[src/dls_pkg.sv]
// Daily level statistics: shared field widths and record kind codes.
// No dependencies.
`timescale 1ns / 1ps

package dls_pkg;

  localparam int DAY_W     = 16;
  localparam int TIME_W    = 17;
  localparam int LEVEL_W   = 16;
  localparam int KIND_W    = 2;
  localparam int OCNT_W    = 13;
  localparam int OSUM_W    = 28;
  localparam int DIV_STEPS = LEVEL_W;

  typedef enum logic [KIND_W-1:0] {
    KIND_DAY = 2'd0,
    KIND_MAX = 2'd1,
    KIND_MIN = 2'd2
  } kind_t;

endpackage

[src/daily_level_statistics.sv]
// Daily level statistics: per-day count/sum/min/max/mean records and overall extremes.
// Front: close (on a day change) and update per sample; final, xmax, xmin at end of data.
// Back: day records take a 16-step divide before the output register; extremes skip it.
// Jobs wait in a 4-entry queue; the front stalls while it is full.
// The back takes no new job until the output register has taken the current one.
// Synchronous active-low reset clears all statistics and both handshakes.
`timescale 1ns / 1ps

module daily_level_statistics #(
  parameter int MAX_PER_DAY = 4096
) (
  input  logic                               clk,
  input  logic                               rst_n,
  input  logic                               in_valid,
  output logic                               in_ready,
  input  logic        [dls_pkg::DAY_W-1:0]   in_day,
  input  logic        [dls_pkg::TIME_W-1:0]  in_time_of_day,
  input  logic signed [dls_pkg::LEVEL_W-1:0] in_level,
  input  logic                               in_end_of_data,
  output logic                               out_valid,
  input  logic                               out_ready,
  output logic        [dls_pkg::KIND_W-1:0]  out_kind,
  output logic        [dls_pkg::DAY_W-1:0]   out_record_day,
  output logic        [dls_pkg::TIME_W-1:0]  out_record_time,
  output logic        [dls_pkg::OCNT_W-1:0]  out_sample_count,
  output logic signed [dls_pkg::OSUM_W-1:0]  out_level_sum,
  output logic signed [dls_pkg::LEVEL_W-1:0] out_low_level,
  output logic signed [dls_pkg::LEVEL_W-1:0] out_high_level,
  output logic        [dls_pkg::LEVEL_W-1:0] out_level_range,
  output logic signed [dls_pkg::LEVEL_W-1:0] out_mean_level,
  output logic                               out_overflow,
  output logic                               out_last
);

  localparam int CNT_W       = $clog2(MAX_PER_DAY + 1);
  localparam int SUM_W       = CNT_W + dls_pkg::LEVEL_W;
  localparam int JOB_W       = dls_pkg::KIND_W + dls_pkg::DAY_W + dls_pkg::TIME_W + CNT_W +
                               SUM_W + 2 * dls_pkg::LEVEL_W + 2;
  localparam int QUEUE_DEPTH = 4;

  logic             push;
  logic [JOB_W-1:0] push_data;
  logic             full;
  logic             pop;
  logic [JOB_W-1:0] pop_data;
  logic             empty;

  dls_front #(
    .MAX_PER_DAY (MAX_PER_DAY),
    .CNT_W       (CNT_W),
    .SUM_W       (SUM_W),
    .JOB_W       (JOB_W)
  ) u_front (
    .clk            (clk),
    .rst_n          (rst_n),
    .in_valid       (in_valid),
    .in_ready       (in_ready),
    .in_day         (in_day),
    .in_time_of_day (in_time_of_day),
    .in_level       (in_level),
    .in_end_of_data (in_end_of_data),
    .push           (push),
    .push_data      (push_data),
    .full           (full)
  );

  dls_fifo #(
    .DATA_W (JOB_W),
    .DEPTH  (QUEUE_DEPTH)
  ) u_fifo (
    .clk       (clk),
    .rst_n     (rst_n),
    .push      (push),
    .push_data (push_data),
    .full      (full),
    .pop       (pop),
    .pop_data  (pop_data),
    .empty     (empty)
  );

  dls_back #(
    .CNT_W (CNT_W),
    .SUM_W (SUM_W),
    .JOB_W (JOB_W)
  ) u_back (
    .clk              (clk),
    .rst_n            (rst_n),
    .pop              (pop),
    .pop_data         (pop_data),
    .empty            (empty),
    .out_valid        (out_valid),
    .out_ready        (out_ready),
    .out_kind         (out_kind),
    .out_record_day   (out_record_day),
    .out_record_time  (out_record_time),
    .out_sample_count (out_sample_count),
    .out_level_sum    (out_level_sum),
    .out_low_level    (out_low_level),
    .out_high_level   (out_high_level),
    .out_level_range  (out_level_range),
    .out_mean_level   (out_mean_level),
    .out_overflow     (out_overflow),
    .out_last         (out_last)
  );

endmodule

[src/dls_fifo.sv]
// Small register queue carrying record jobs from the front to the back.
// Depends on nothing; width and depth come from the instantiating level.
`timescale 1ns / 1ps

module dls_fifo #(
  parameter int DATA_W = 8,
  parameter int DEPTH  = 4
) (
  input  logic              clk,
  input  logic              rst_n,
  input  logic              push,
  input  logic [DATA_W-1:0] push_data,
  output logic              full,
  input  logic              pop,
  output logic [DATA_W-1:0] pop_data,
  output logic              empty
);

  localparam int PTR_W = (DEPTH > 1) ? $clog2(DEPTH) : 1;
  localparam int FILL_W = $clog2(DEPTH + 1);

  logic [DATA_W-1:0] mem_r [DEPTH];
  logic [PTR_W-1:0]  wr_ptr_r;
  logic [PTR_W-1:0]  rd_ptr_r;
  logic [FILL_W-1:0] fill_r;
  logic              do_push;
  logic              do_pop;

  assign full     = fill_r == FILL_W'(DEPTH);
  assign empty    = fill_r == '0;
  assign do_push  = push && !full;
  assign do_pop   = pop && !empty;
  assign pop_data = mem_r[rd_ptr_r];

  always_ff @(posedge clk) begin
    if (do_push) begin
      mem_r[wr_ptr_r] <= push_data;
    end
  end

  always_ff @(posedge clk) begin
    if (!rst_n) begin
      wr_ptr_r <= '0;
      rd_ptr_r <= '0;
      fill_r   <= '0;
    end else begin
      if (do_push) begin
        wr_ptr_r <= (wr_ptr_r == PTR_W'(DEPTH - 1)) ? '0 : wr_ptr_r + PTR_W'(1);
      end
      if (do_pop) begin
        rd_ptr_r <= (rd_ptr_r == PTR_W'(DEPTH - 1)) ? '0 : rd_ptr_r + PTR_W'(1);
      end
      if (do_push && !do_pop) begin
        fill_r <= fill_r + FILL_W'(1);
      end else if (do_pop && !do_push) begin
        fill_r <= fill_r - FILL_W'(1);
      end
    end
  end

endmodule

[src/dls_front.sv]
// Front end: takes samples, keeps per-day and overall statistics, queues record jobs.
// Depends on dls_pkg.
`timescale 1ns / 1ps

module dls_front #(
  parameter int MAX_PER_DAY = 4096,
  parameter int CNT_W       = 13,
  parameter int SUM_W       = 29,
  parameter int JOB_W       = 102
) (
  input  logic                               clk,
  input  logic                               rst_n,
  input  logic                               in_valid,
  output logic                               in_ready,
  input  logic        [dls_pkg::DAY_W-1:0]   in_day,
  input  logic        [dls_pkg::TIME_W-1:0]  in_time_of_day,
  input  logic signed [dls_pkg::LEVEL_W-1:0] in_level,
  input  logic                               in_end_of_data,
  output logic                               push,
  output logic        [JOB_W-1:0]            push_data,
  input  logic                               full
);

  typedef struct packed {
    dls_pkg::kind_t                     kind;
    logic        [dls_pkg::DAY_W-1:0]   day;
    logic        [dls_pkg::TIME_W-1:0]  tod;
    logic        [CNT_W-1:0]            cnt;
    logic signed [SUM_W-1:0]            sum;
    logic signed [dls_pkg::LEVEL_W-1:0] lo;
    logic signed [dls_pkg::LEVEL_W-1:0] hi;
    logic                               ovf;
    logic                               last;
  } job_t;

  typedef enum logic [5:0] {
    F_IDLE   = 6'b000001,
    F_CLOSE  = 6'b000010,
    F_UPDATE = 6'b000100,
    F_FINAL  = 6'b001000,
    F_XMAX   = 6'b010000,
    F_XMIN   = 6'b100000
  } fstate_t;

  fstate_t state_r, state_nxt;

  logic        [dls_pkg::DAY_W-1:0]   s_day_r;
  logic        [dls_pkg::TIME_W-1:0]  s_time_r;
  logic signed [dls_pkg::LEVEL_W-1:0] s_level_r;
  logic                               s_eod_r;
  logic                               open_r;

  logic                               started_r;
  logic        [dls_pkg::DAY_W-1:0]   cur_day_r;
  logic        [CNT_W-1:0]            cnt_r;
  logic signed [SUM_W-1:0]            sum_r;
  logic signed [dls_pkg::LEVEL_W-1:0] dmin_r;
  logic signed [dls_pkg::LEVEL_W-1:0] dmax_r;
  logic                               dovf_r;
  logic        [CNT_W-1:0]            most_r;
  logic signed [dls_pkg::LEVEL_W-1:0] omax_r;
  logic        [dls_pkg::DAY_W-1:0]   omax_day_r;
  logic        [dls_pkg::TIME_W-1:0]  omax_time_r;
  logic signed [dls_pkg::LEVEL_W-1:0] omin_r;
  logic        [dls_pkg::DAY_W-1:0]   omin_day_r;
  logic        [dls_pkg::TIME_W-1:0]  omin_time_r;

  logic        [CNT_W-1:0]            b_cnt;
  logic signed [SUM_W-1:0]            b_sum;
  logic signed [dls_pkg::LEVEL_W-1:0] b_min;
  logic signed [dls_pkg::LEVEL_W-1:0] b_max;
  logic                               b_ovf;
  logic signed [dls_pkg::LEVEL_W-1:0] b_omax;
  logic        [dls_pkg::DAY_W-1:0]   b_omax_day;
  logic        [dls_pkg::TIME_W-1:0]  b_omax_time;
  logic signed [dls_pkg::LEVEL_W-1:0] b_omin;
  logic        [dls_pkg::DAY_W-1:0]   b_omin_day;
  logic        [dls_pkg::TIME_W-1:0]  b_omin_time;
  logic                               room;

  logic        [CNT_W-1:0]            cnt_nxt;
  logic signed [SUM_W-1:0]            sum_nxt;
  logic signed [dls_pkg::LEVEL_W-1:0] dmin_nxt;
  logic signed [dls_pkg::LEVEL_W-1:0] dmax_nxt;
  logic                               dovf_nxt;
  logic        [CNT_W-1:0]            most_nxt;
  logic                               take_max;
  logic                               take_min;

  job_t job;
  logic in_xfer;

  assign in_ready = state_r == F_IDLE;
  assign in_xfer  = in_valid && in_ready;

  // Statistics update for the held sample; a new day starts from the sample itself.
  always_comb begin
    b_cnt       = open_r ? '0 : cnt_r;
    b_sum       = open_r ? '0 : sum_r;
    b_min       = open_r ? s_level_r : dmin_r;
    b_max       = open_r ? s_level_r : dmax_r;
    b_ovf       = open_r ? 1'b0 : dovf_r;
    b_omax      = started_r ? omax_r : s_level_r;
    b_omax_day  = started_r ? omax_day_r : s_day_r;
    b_omax_time = started_r ? omax_time_r : s_time_r;
    b_omin      = started_r ? omin_r : s_level_r;
    b_omin_day  = started_r ? omin_day_r : s_day_r;
    b_omin_time = started_r ? omin_time_r : s_time_r;
    room        = b_cnt < CNT_W'(MAX_PER_DAY);
    cnt_nxt     = room ? b_cnt + CNT_W'(1) : b_cnt;
    sum_nxt     = room ? b_sum + SUM_W'(s_level_r) : b_sum;
    dovf_nxt    = b_ovf | ~room;
    dmin_nxt    = (s_level_r < b_min) ? s_level_r : b_min;
    dmax_nxt    = (s_level_r > b_max) ? s_level_r : b_max;
    most_nxt    = (room && (cnt_nxt > most_r)) ? cnt_nxt : most_r;
    take_max    = s_level_r > b_omax;
    take_min    = s_level_r < b_omin;
  end

  always_comb begin
    job = '{kind: dls_pkg::KIND_DAY, day: cur_day_r, tod: '0, cnt: cnt_r, sum: sum_r,
            lo: dmin_r, hi: dmax_r, ovf: dovf_r, last: 1'b0};
    push = 1'b0;
    case (state_r)
      F_CLOSE: begin
        push     = 1'b1;
        job.last = !s_eod_r;
      end
      F_FINAL: begin
        push = 1'b1;
      end
      F_XMAX: begin
        push = 1'b1;
        job  = '{kind: dls_pkg::KIND_MAX, day: omax_day_r, tod: omax_time_r, cnt: most_r,
                 sum: '0, lo: '0, hi: omax_r, ovf: 1'b0, last: 1'b0};
      end
      F_XMIN: begin
        push = 1'b1;
        job  = '{kind: dls_pkg::KIND_MIN, day: omin_day_r, tod: omin_time_r, cnt: most_r,
                 sum: '0, lo: omin_r, hi: '0, ovf: 1'b0, last: 1'b1};
      end
      default: begin
        push = 1'b0;
      end
    endcase
    push_data = job;
  end

  always_comb begin
    state_nxt = state_r;
    case (state_r)
      F_IDLE: begin
        if (in_valid) begin
          state_nxt = (started_r && (in_day != cur_day_r)) ? F_CLOSE : F_UPDATE;
        end
      end
      F_CLOSE: begin
        if (!full) begin
          state_nxt = F_UPDATE;
        end
      end
      F_UPDATE: begin
        state_nxt = s_eod_r ? F_FINAL : F_IDLE;
      end
      F_FINAL: begin
        if (!full) begin
          state_nxt = F_XMAX;
        end
      end
      F_XMAX: begin
        if (!full) begin
          state_nxt = F_XMIN;
        end
      end
      F_XMIN: begin
        if (!full) begin
          state_nxt = F_IDLE;
        end
      end
      default: begin
        state_nxt = F_IDLE;
      end
    endcase
  end

  always_ff @(posedge clk) begin
    if (in_xfer) begin
      s_day_r   <= in_day;
      s_time_r  <= in_time_of_day;
      s_level_r <= in_level;
      s_eod_r   <= in_end_of_data;
      open_r    <= !started_r || (in_day != cur_day_r);
    end
  end

  always_ff @(posedge clk) begin
    if (!rst_n) begin
      state_r     <= F_IDLE;
      started_r   <= 1'b0;
      cur_day_r   <= '0;
      cnt_r       <= '0;
      sum_r       <= '0;
      dmin_r      <= '0;
      dmax_r      <= '0;
      dovf_r      <= 1'b0;
      most_r      <= '0;
      omax_r      <= '0;
      omax_day_r  <= '0;
      omax_time_r <= '0;
      omin_r      <= '0;
      omin_day_r  <= '0;
      omin_time_r <= '0;
    end else begin
      state_r <= state_nxt;
      if (state_r == F_UPDATE) begin
        started_r   <= 1'b1;
        cur_day_r   <= s_day_r;
        cnt_r       <= cnt_nxt;
        sum_r       <= sum_nxt;
        dmin_r      <= dmin_nxt;
        dmax_r      <= dmax_nxt;
        dovf_r      <= dovf_nxt;
        most_r      <= most_nxt;
        omax_r      <= take_max ? s_level_r : b_omax;
        omax_day_r  <= take_max ? s_day_r : b_omax_day;
        omax_time_r <= take_max ? s_time_r : b_omax_time;
        omin_r      <= take_min ? s_level_r : b_omin;
        omin_day_r  <= take_min ? s_day_r : b_omin_day;
        omin_time_r <= take_min ? s_time_r : b_omin_time;
      end
      // end of series: back to the reset state
      if ((state_r == F_XMIN) && !full) begin
        started_r   <= 1'b0;
        cur_day_r   <= '0;
        cnt_r       <= '0;
        sum_r       <= '0;
        dmin_r      <= '0;
        dmax_r      <= '0;
        dovf_r      <= 1'b0;
        most_r      <= '0;
        omax_r      <= '0;
        omax_day_r  <= '0;
        omax_time_r <= '0;
        omin_r      <= '0;
        omin_day_r  <= '0;
        omin_time_r <= '0;
      end
    end
  end

endmodule

[src/dls_back.sv]
// Back end: pops record jobs, divides sum by count for day records, drives the output register.
// Depends on dls_pkg.
`timescale 1ns / 1ps

module dls_back #(
  parameter int CNT_W = 13,
  parameter int SUM_W = 29,
  parameter int JOB_W = 102
) (
  input  logic                               clk,
  input  logic                               rst_n,
  output logic                               pop,
  input  logic        [JOB_W-1:0]            pop_data,
  input  logic                               empty,
  output logic                               out_valid,
  input  logic                               out_ready,
  output logic        [dls_pkg::KIND_W-1:0]  out_kind,
  output logic        [dls_pkg::DAY_W-1:0]   out_record_day,
  output logic        [dls_pkg::TIME_W-1:0]  out_record_time,
  output logic        [dls_pkg::OCNT_W-1:0]  out_sample_count,
  output logic signed [dls_pkg::OSUM_W-1:0]  out_level_sum,
  output logic signed [dls_pkg::LEVEL_W-1:0] out_low_level,
  output logic signed [dls_pkg::LEVEL_W-1:0] out_high_level,
  output logic        [dls_pkg::LEVEL_W-1:0] out_level_range,
  output logic signed [dls_pkg::LEVEL_W-1:0] out_mean_level,
  output logic                               out_overflow,
  output logic                               out_last
);

  localparam int LW     = dls_pkg::LEVEL_W;
  localparam int STEP_W = $clog2(dls_pkg::DIV_STEPS);

  typedef struct packed {
    dls_pkg::kind_t                     kind;
    logic        [dls_pkg::DAY_W-1:0]   day;
    logic        [dls_pkg::TIME_W-1:0]  tod;
    logic        [CNT_W-1:0]            cnt;
    logic signed [SUM_W-1:0]            sum;
    logic signed [dls_pkg::LEVEL_W-1:0] lo;
    logic signed [dls_pkg::LEVEL_W-1:0] hi;
    logic                               ovf;
    logic                               last;
  } job_t;

  typedef enum logic [2:0] {
    B_IDLE = 3'b001,
    B_DIV  = 3'b010,
    B_OUT  = 3'b100
  } bstate_t;

  bstate_t state_r, state_nxt;

  job_t              job_r;
  job_t              job_in;
  logic [CNT_W-1:0]  rem_r;
  logic [LW-1:0]     dq_r;
  logic [STEP_W-1:0] step_r;
  logic              out_valid_r;

  logic [SUM_W-1:0]  mag;
  logic [CNT_W:0]    trial;
  logic              ge;
  logic              load_out;
  logic              is_day;
  logic [LW-1:0]     mean_val;

  assign job_in    = job_t'(pop_data);
  assign pop       = (state_r == B_IDLE) && !empty;
  assign mag       = job_in.sum[SUM_W-1] ? SUM_W'(-job_in.sum) : SUM_W'(job_in.sum);
  assign trial     = {rem_r, dq_r[LW-1]};
  assign ge        = trial >= {1'b0, job_r.cnt};
  assign load_out  = (state_r == B_OUT) && (!out_valid_r || out_ready);
  assign is_day    = job_r.kind == dls_pkg::KIND_DAY;
  assign mean_val  = job_r.sum[SUM_W-1] ? LW'(-dq_r) : dq_r;
  assign out_valid = out_valid_r;

  always_comb begin
    state_nxt = state_r;
    case (state_r)
      B_IDLE: begin
        if (!empty) begin
          state_nxt = (job_in.kind == dls_pkg::KIND_DAY) ? B_DIV : B_OUT;
        end
      end
      B_DIV: begin
        if (step_r == STEP_W'(dls_pkg::DIV_STEPS - 1)) begin
          state_nxt = B_OUT;
        end
      end
      B_OUT: begin
        if (load_out) begin
          state_nxt = B_IDLE;
        end
      end
      default: begin
        state_nxt = B_IDLE;
      end
    endcase
  end

  // Restoring divide of |sum| by count; quotient fits the level width.
  always_ff @(posedge clk) begin
    if (pop) begin
      job_r  <= job_in;
      rem_r  <= mag[SUM_W-1:LW];
      dq_r   <= mag[LW-1:0];
      step_r <= '0;
    end else if (state_r == B_DIV) begin
      rem_r  <= ge ? CNT_W'(trial - {1'b0, job_r.cnt}) : trial[CNT_W-1:0];
      dq_r   <= {dq_r[LW-2:0], ge};
      step_r <= step_r + STEP_W'(1);
    end
  end

  always_ff @(posedge clk) begin
    if (load_out) begin
      out_kind         <= job_r.kind;
      out_record_day   <= job_r.day;
      out_record_time  <= job_r.tod;
      out_sample_count <= dls_pkg::OCNT_W'(job_r.cnt);
      out_level_sum    <= dls_pkg::OSUM_W'(job_r.sum);
      out_low_level    <= job_r.lo;
      out_high_level   <= job_r.hi;
      out_level_range  <= is_day ? LW'(job_r.hi - job_r.lo) : '0;
      out_mean_level   <= (is_day && (job_r.cnt != '0)) ? mean_val : '0;
      out_overflow     <= job_r.ovf;
      out_last         <= job_r.last;
    end
  end

  always_ff @(posedge clk) begin
    if (!rst_n) begin
      state_r     <= B_IDLE;
      out_valid_r <= 1'b0;
    end else begin
      state_r <= state_nxt;
      if (load_out) begin
        out_valid_r <= 1'b1;
      end else if (out_ready) begin
        out_valid_r <= 1'b0;
      end
    end
  end

endmodule

[config.mk]
export PLATFORM = sky130hd
export DESIGN_NAME = daily_level_statistics
export DESIGN_NICKNAME = d
export VERILOG_FILES = /design/src/dls_pkg.sv /design/src/daily_level_statistics.sv /design/src/dls_fifo.sv /design/src/dls_front.sv /design/src/dls_back.sv
export SDC_FILE = /design/constraint.sdc
export NUM_CORES = 1
export LEC_CHECK = 0
export ABC_AREA = 0
export ABC_CLOCK_PERIOD_IN_PS = 5690
export BUFFER_PORTS_ARGS = -buffer_cell sky130_fd_sc_hd__clkbuf_2
export CAP_MARGIN = 20
export CORE_MARGIN = 1
export CORE_UTILIZATION = 60
export CTS_CLUSTER_SIZE = 28
export DETAILED_ROUTE_END_ITERATION = 6
export PLACE_DENSITY = 0.78
export RECOVER_POWER = 100
export SLEW_MARGIN = 20
export SYNTH_ARGS = -nofsm -noshare
export SYNTH_HDL_FRONTEND = slang
export SYNTH_SLANG_ARGS = --single-unit
[constraint.sdc]
create_clock -name clk -period 5.69 [get_ports clk]
set_input_delay 1.138 -clock clk [delete_from_list [all_inputs] [get_ports clk]]
set_output_delay 1.138 -clock clk [all_outputs]
set_load 0.05 [all_outputs]
==> summary.txt <==
Detailed routing
  – Routed wire length: between 90 and 100 mm
  – Wire per inst: around 22 um
  – Drt pass-1 iters: 6
  – Via Count: 25500
  – DRT antenna net count: 0
  – Vias/cell: slightly above 6
  – DRC Markers: 0
  – Initial drt markers: between 2000 and 3000

Worst setup path
  – Critical path startpoint category: flip-flop
  – Worst setup path class: flip-flop to flip-flop
  – Setup crit end kind: flip-flop
  – Arr. time, crit path: roughly 5300 ps
  – WP data required: around 6200 ps
  – Crit Path Max Fanout: 42

Global routing
  – Largest net degree at the start of global routing: around 190
  – First-pass GRT wire length: between 100 and 150 mm
  – Grt ovf: 0
  – Overall Global Routing Usage: 0.260
  – Vias in the first global route: around 25000
  – Initial antenna violation count: 1

Timing
  – Pins over their slew limit: 555
  – Fin. Hold Viols: 0
  – RSZ-0062 raised after global routing: no
  – Count of final setup violators: 0
  – Final worst path period share: 0.843
  – Setup_tns: 0 ps
  – Hold_ws: about 420 ps
  – Layout Skew: 17.5 ps
  – Slew headroom: -1.20
  – Min Tclk post-route: approximately 4800 ps
  – Max Freq: between 200 and 250 MHz
  – Slew @ Worst Pin: approximately 3300 ps

Power and ir drop
  – Pint: 15.4 mW
  – Switching pwr: 6.72 mW
  – Clk pwr share: 0.309
  – Lkg Pwr: 17.7 nW
  – Peak supply drop: roughly 0.00047 V
  – Seq pwr share: 0.454
  – Switching part of the total: 0.303
  – PD cells: ~470 nW/um^2
  – Combinational group share of total power: 0.237

CTS
  – CTS resizes: 0
  – Clk sinks: 1003
  – Hold Buf Count CTS: 0
  – Num CTS Buffers: 98
  – Clk_lat worst skew: between 600 and 700 ps
  – Clock Pin Slew Worst Setup and Hold Paths: approximately 60 ps
  – H-tree levels: 3
  – CTS tree: done
  – Post-CTS setup buffers: 0
  – Root Buffer: clkbuf_16
  – Clock buffer depth: 3

Floorplanning
  – Core area: 69100 um^2
  – # IOs: around 200
  – Die area: 71400 um^2
  – Initial Utilization: 0.611
  – Die Ht: between 200 and 300 um
  – Rows: 96
  – Die width: 267 um

Placed design
  – IO Port Bufs: around 200
  – Dpl hpwl: approximately 58 mm
  – Gpl congestion: slightly below 0.9

Finish
  – Multi-input gate area: 13500 um^2
  – Reg area: approximately 28000 um^2
  – Final net count: around 3400
  – Share of cells above drive strength 1: 0.104
  – FILL cells: 4611
  – ANT cells: 0
  – Area grow syn2layout: 12.4%

Yosys
  – Most used DFF post-synth: edfxtp_1
  – Post-synthesis cell area: 42200 um^2
  – Syn nets: approximately 3200
  – Post-synth EDFFs: between 700 and 800
  – Post-synthesis sequential area ratio: 0.660
  – Warnings, synthesis: 0
  – #FFs+latches synth: 1003
  – Largest area contributor in the netlist: edfxtp_1
  – Avg Synthesized Cell Area: approximately 14 um^2
  – Synth Instances: just under 3000
  – Share of Yosys cell area claimed by the top area cell type: 0.553
  – Yosys cell types: between 60 and 70
  – Asr flop ratio synth: 0
  – Top post-synthesis cells by area: edfxtp_1, dfxtp_1, mux4_2

Hold path
  – Worst Hold Class: flip-flop to flip-flop

Outcome
  – Failing checks: max-capacitance violations, max-slew violations
  – Status: complete, but fails checks

Job
  – Max-Cap Viols: 13
[per-layer routing]
metal	routed length, um	track usage	share of wire	up-vias
met5	0	0	0	-
met4	2010	0.0825	0.022	0
met1	39300	0.362	0.43	12800
li1	-	-	-	11600
met3	6130	0.0356	0.066	150
met2	44700	0.425	0.49	948
[cells in the mapped netlist (all sizes together) (5+ instances only)]
cell    instances
o211ai          6
a21oi         167
nor4            8
a31oi           7
nand2b         17
nor2b          76
nor3           35
and2           41
xor2           43
nand4          20
a21boi          6
a21o           39
dfxtp         226
nor3b           7
clkbuf        103
and3            9
a22oi          19
o21ai         105
o21a           18
nor2          254
or2             7
ha            141
or3            11
mux4          110
buf            32
o21bai          5
inv            69
mux2i         161
a22o           49
nand2         221
xnor2          73
nand3          42
edfxtp        777
a211oi         21
o31ai          10
[cells by family (layout without fill, tap and decap cells)]
logic type | after synthesis | count (layout) | synth area share
flops | 1003 | 1003 | 0.660
compound gates | 477 | 477 | 0.0709
xor+xnor | 116 | 116 | 0.0241
mux | 274 | 274 | 0.0977
simple gates | 764 | 764 | 0.0843
fa+ha+maj | 145 | 145 | 0.0437
buf+inv | 206 | 490 | 0.0190
[worst paths after layout]
check	end	depth (start not counted)	from	slack [ps]
setup / recovery	u_front.omax_day_r[2]	13	u_front.s_level_r[8]	890
hold / removal	u_back.out_level_sum[18]	0	u_back.job_r[52]	420
setup reg to reg	u_front.omax_day_r[2]	13	u_front.s_level_r[8]	890
hold reg to reg	u_back.out_level_sum[18]	0	u_back.job_r[52]	420
[through the flow]
step / power (mW) / setup WS (ps) / instances / utilization / area, um^2
final: 22.2 / 894 / 4200 / 0.687 / 47400
after global routing: 23.2 / 605 / 4200 / 0.687 / 47400
after CTS: 22.2 / 1460 / 4199 / 0.691 / 47700
after detailed placement: 15.4 / 1500 / 4013 / 0.640 / 44200
after global placement: 15.1 / 1580 / 4013 / 0.640 / 44200
after floorplan: 13.9 / 606 / 2985 / - / 42200
[power by group through the flow]
| stage | clock [mW] | combinational (mW) | sequential [mW] |
|---|---|---|---|
| after floorplan | 0 | 3.96 | 9.92 |
| after global placement | 0 | 4.97 | 10.1 |
| after detailed placement | 0 | 5.20 | 10.2 |
| after CTS | 6.94 | 5.27 | 10.0 |
| after global routing | 7.23 | 5.80 | 10.1 |
| final | 6.85 | 5.25 | 10.1 |
[critical path, cell delays in order (launching register included)]
cell and delay, ps:
edfxtp_1 780, nor2b_1 290, a21oi_1 70, ha_1 200, a21o_1 180, a21o_1 180
a21oi_1 160, o21ai_0 120, a21oi_1 160, xnor2_1 140, a221o_1 500, clkbuf_2 1380
mux2i_1 330, nor2_1 90
[cells in the final DEF (no fill, tap or decap), types with 15 or more instances in the layout]
cell type	n
clkbuf_2	28
inv_1	68
xnor2_1	73
nor2b_1	76
nand2_1	221
nand4_1	20
a22oi_1	19
nand3_1	42
a22o_1	49
and2_0	34
clkinv_2	18
a21oi_1	167
dfxtp_1	225
nand2b_1	17
mux4_2	110
a211oi_1	21
o21a_1	18
clkbuf_1	198
a21o_1	39
nor3_1	33
ha_1	141
clkbuf_16	101
nor2_1	254
edfxtp_1	777
xor2_1	43
bufinv_16	15
mux2i_1	161
o21ai_0	105
[sequential cells by signal (all words and copies together), names as in the netlist, 17 cells and up, named ones only]
| register | cells |
|---|---|
| u_back.out_level_sum | 28 |
| u_front.sum_r | 29 |
| u_front.s_time_r | 17 |
| u_back.job_r | 111 |
| u_front.omax_time_r | 17 |
| u_back.out_record_time | 17 |
| u_front.omin_time_r | 17 |
| u_fifo.mem_r | 444 |
[layout make-up]
| type | instances | share of cell area |
|---|---|---|
| sequential | 1003 | 0.588 |
| tap | 931 | 0.0246 |
| clock inverter | 62 | 0.0170 |
| multi-input combinational | 1776 | 0.285 |
| clock buffer | 124 | 0.0568 |
| inverter | 71 | 0.00567 |
| timing repair buffer | 233 | 0.0230 |
Note: power is estimated with default switching activity, not from simulation.
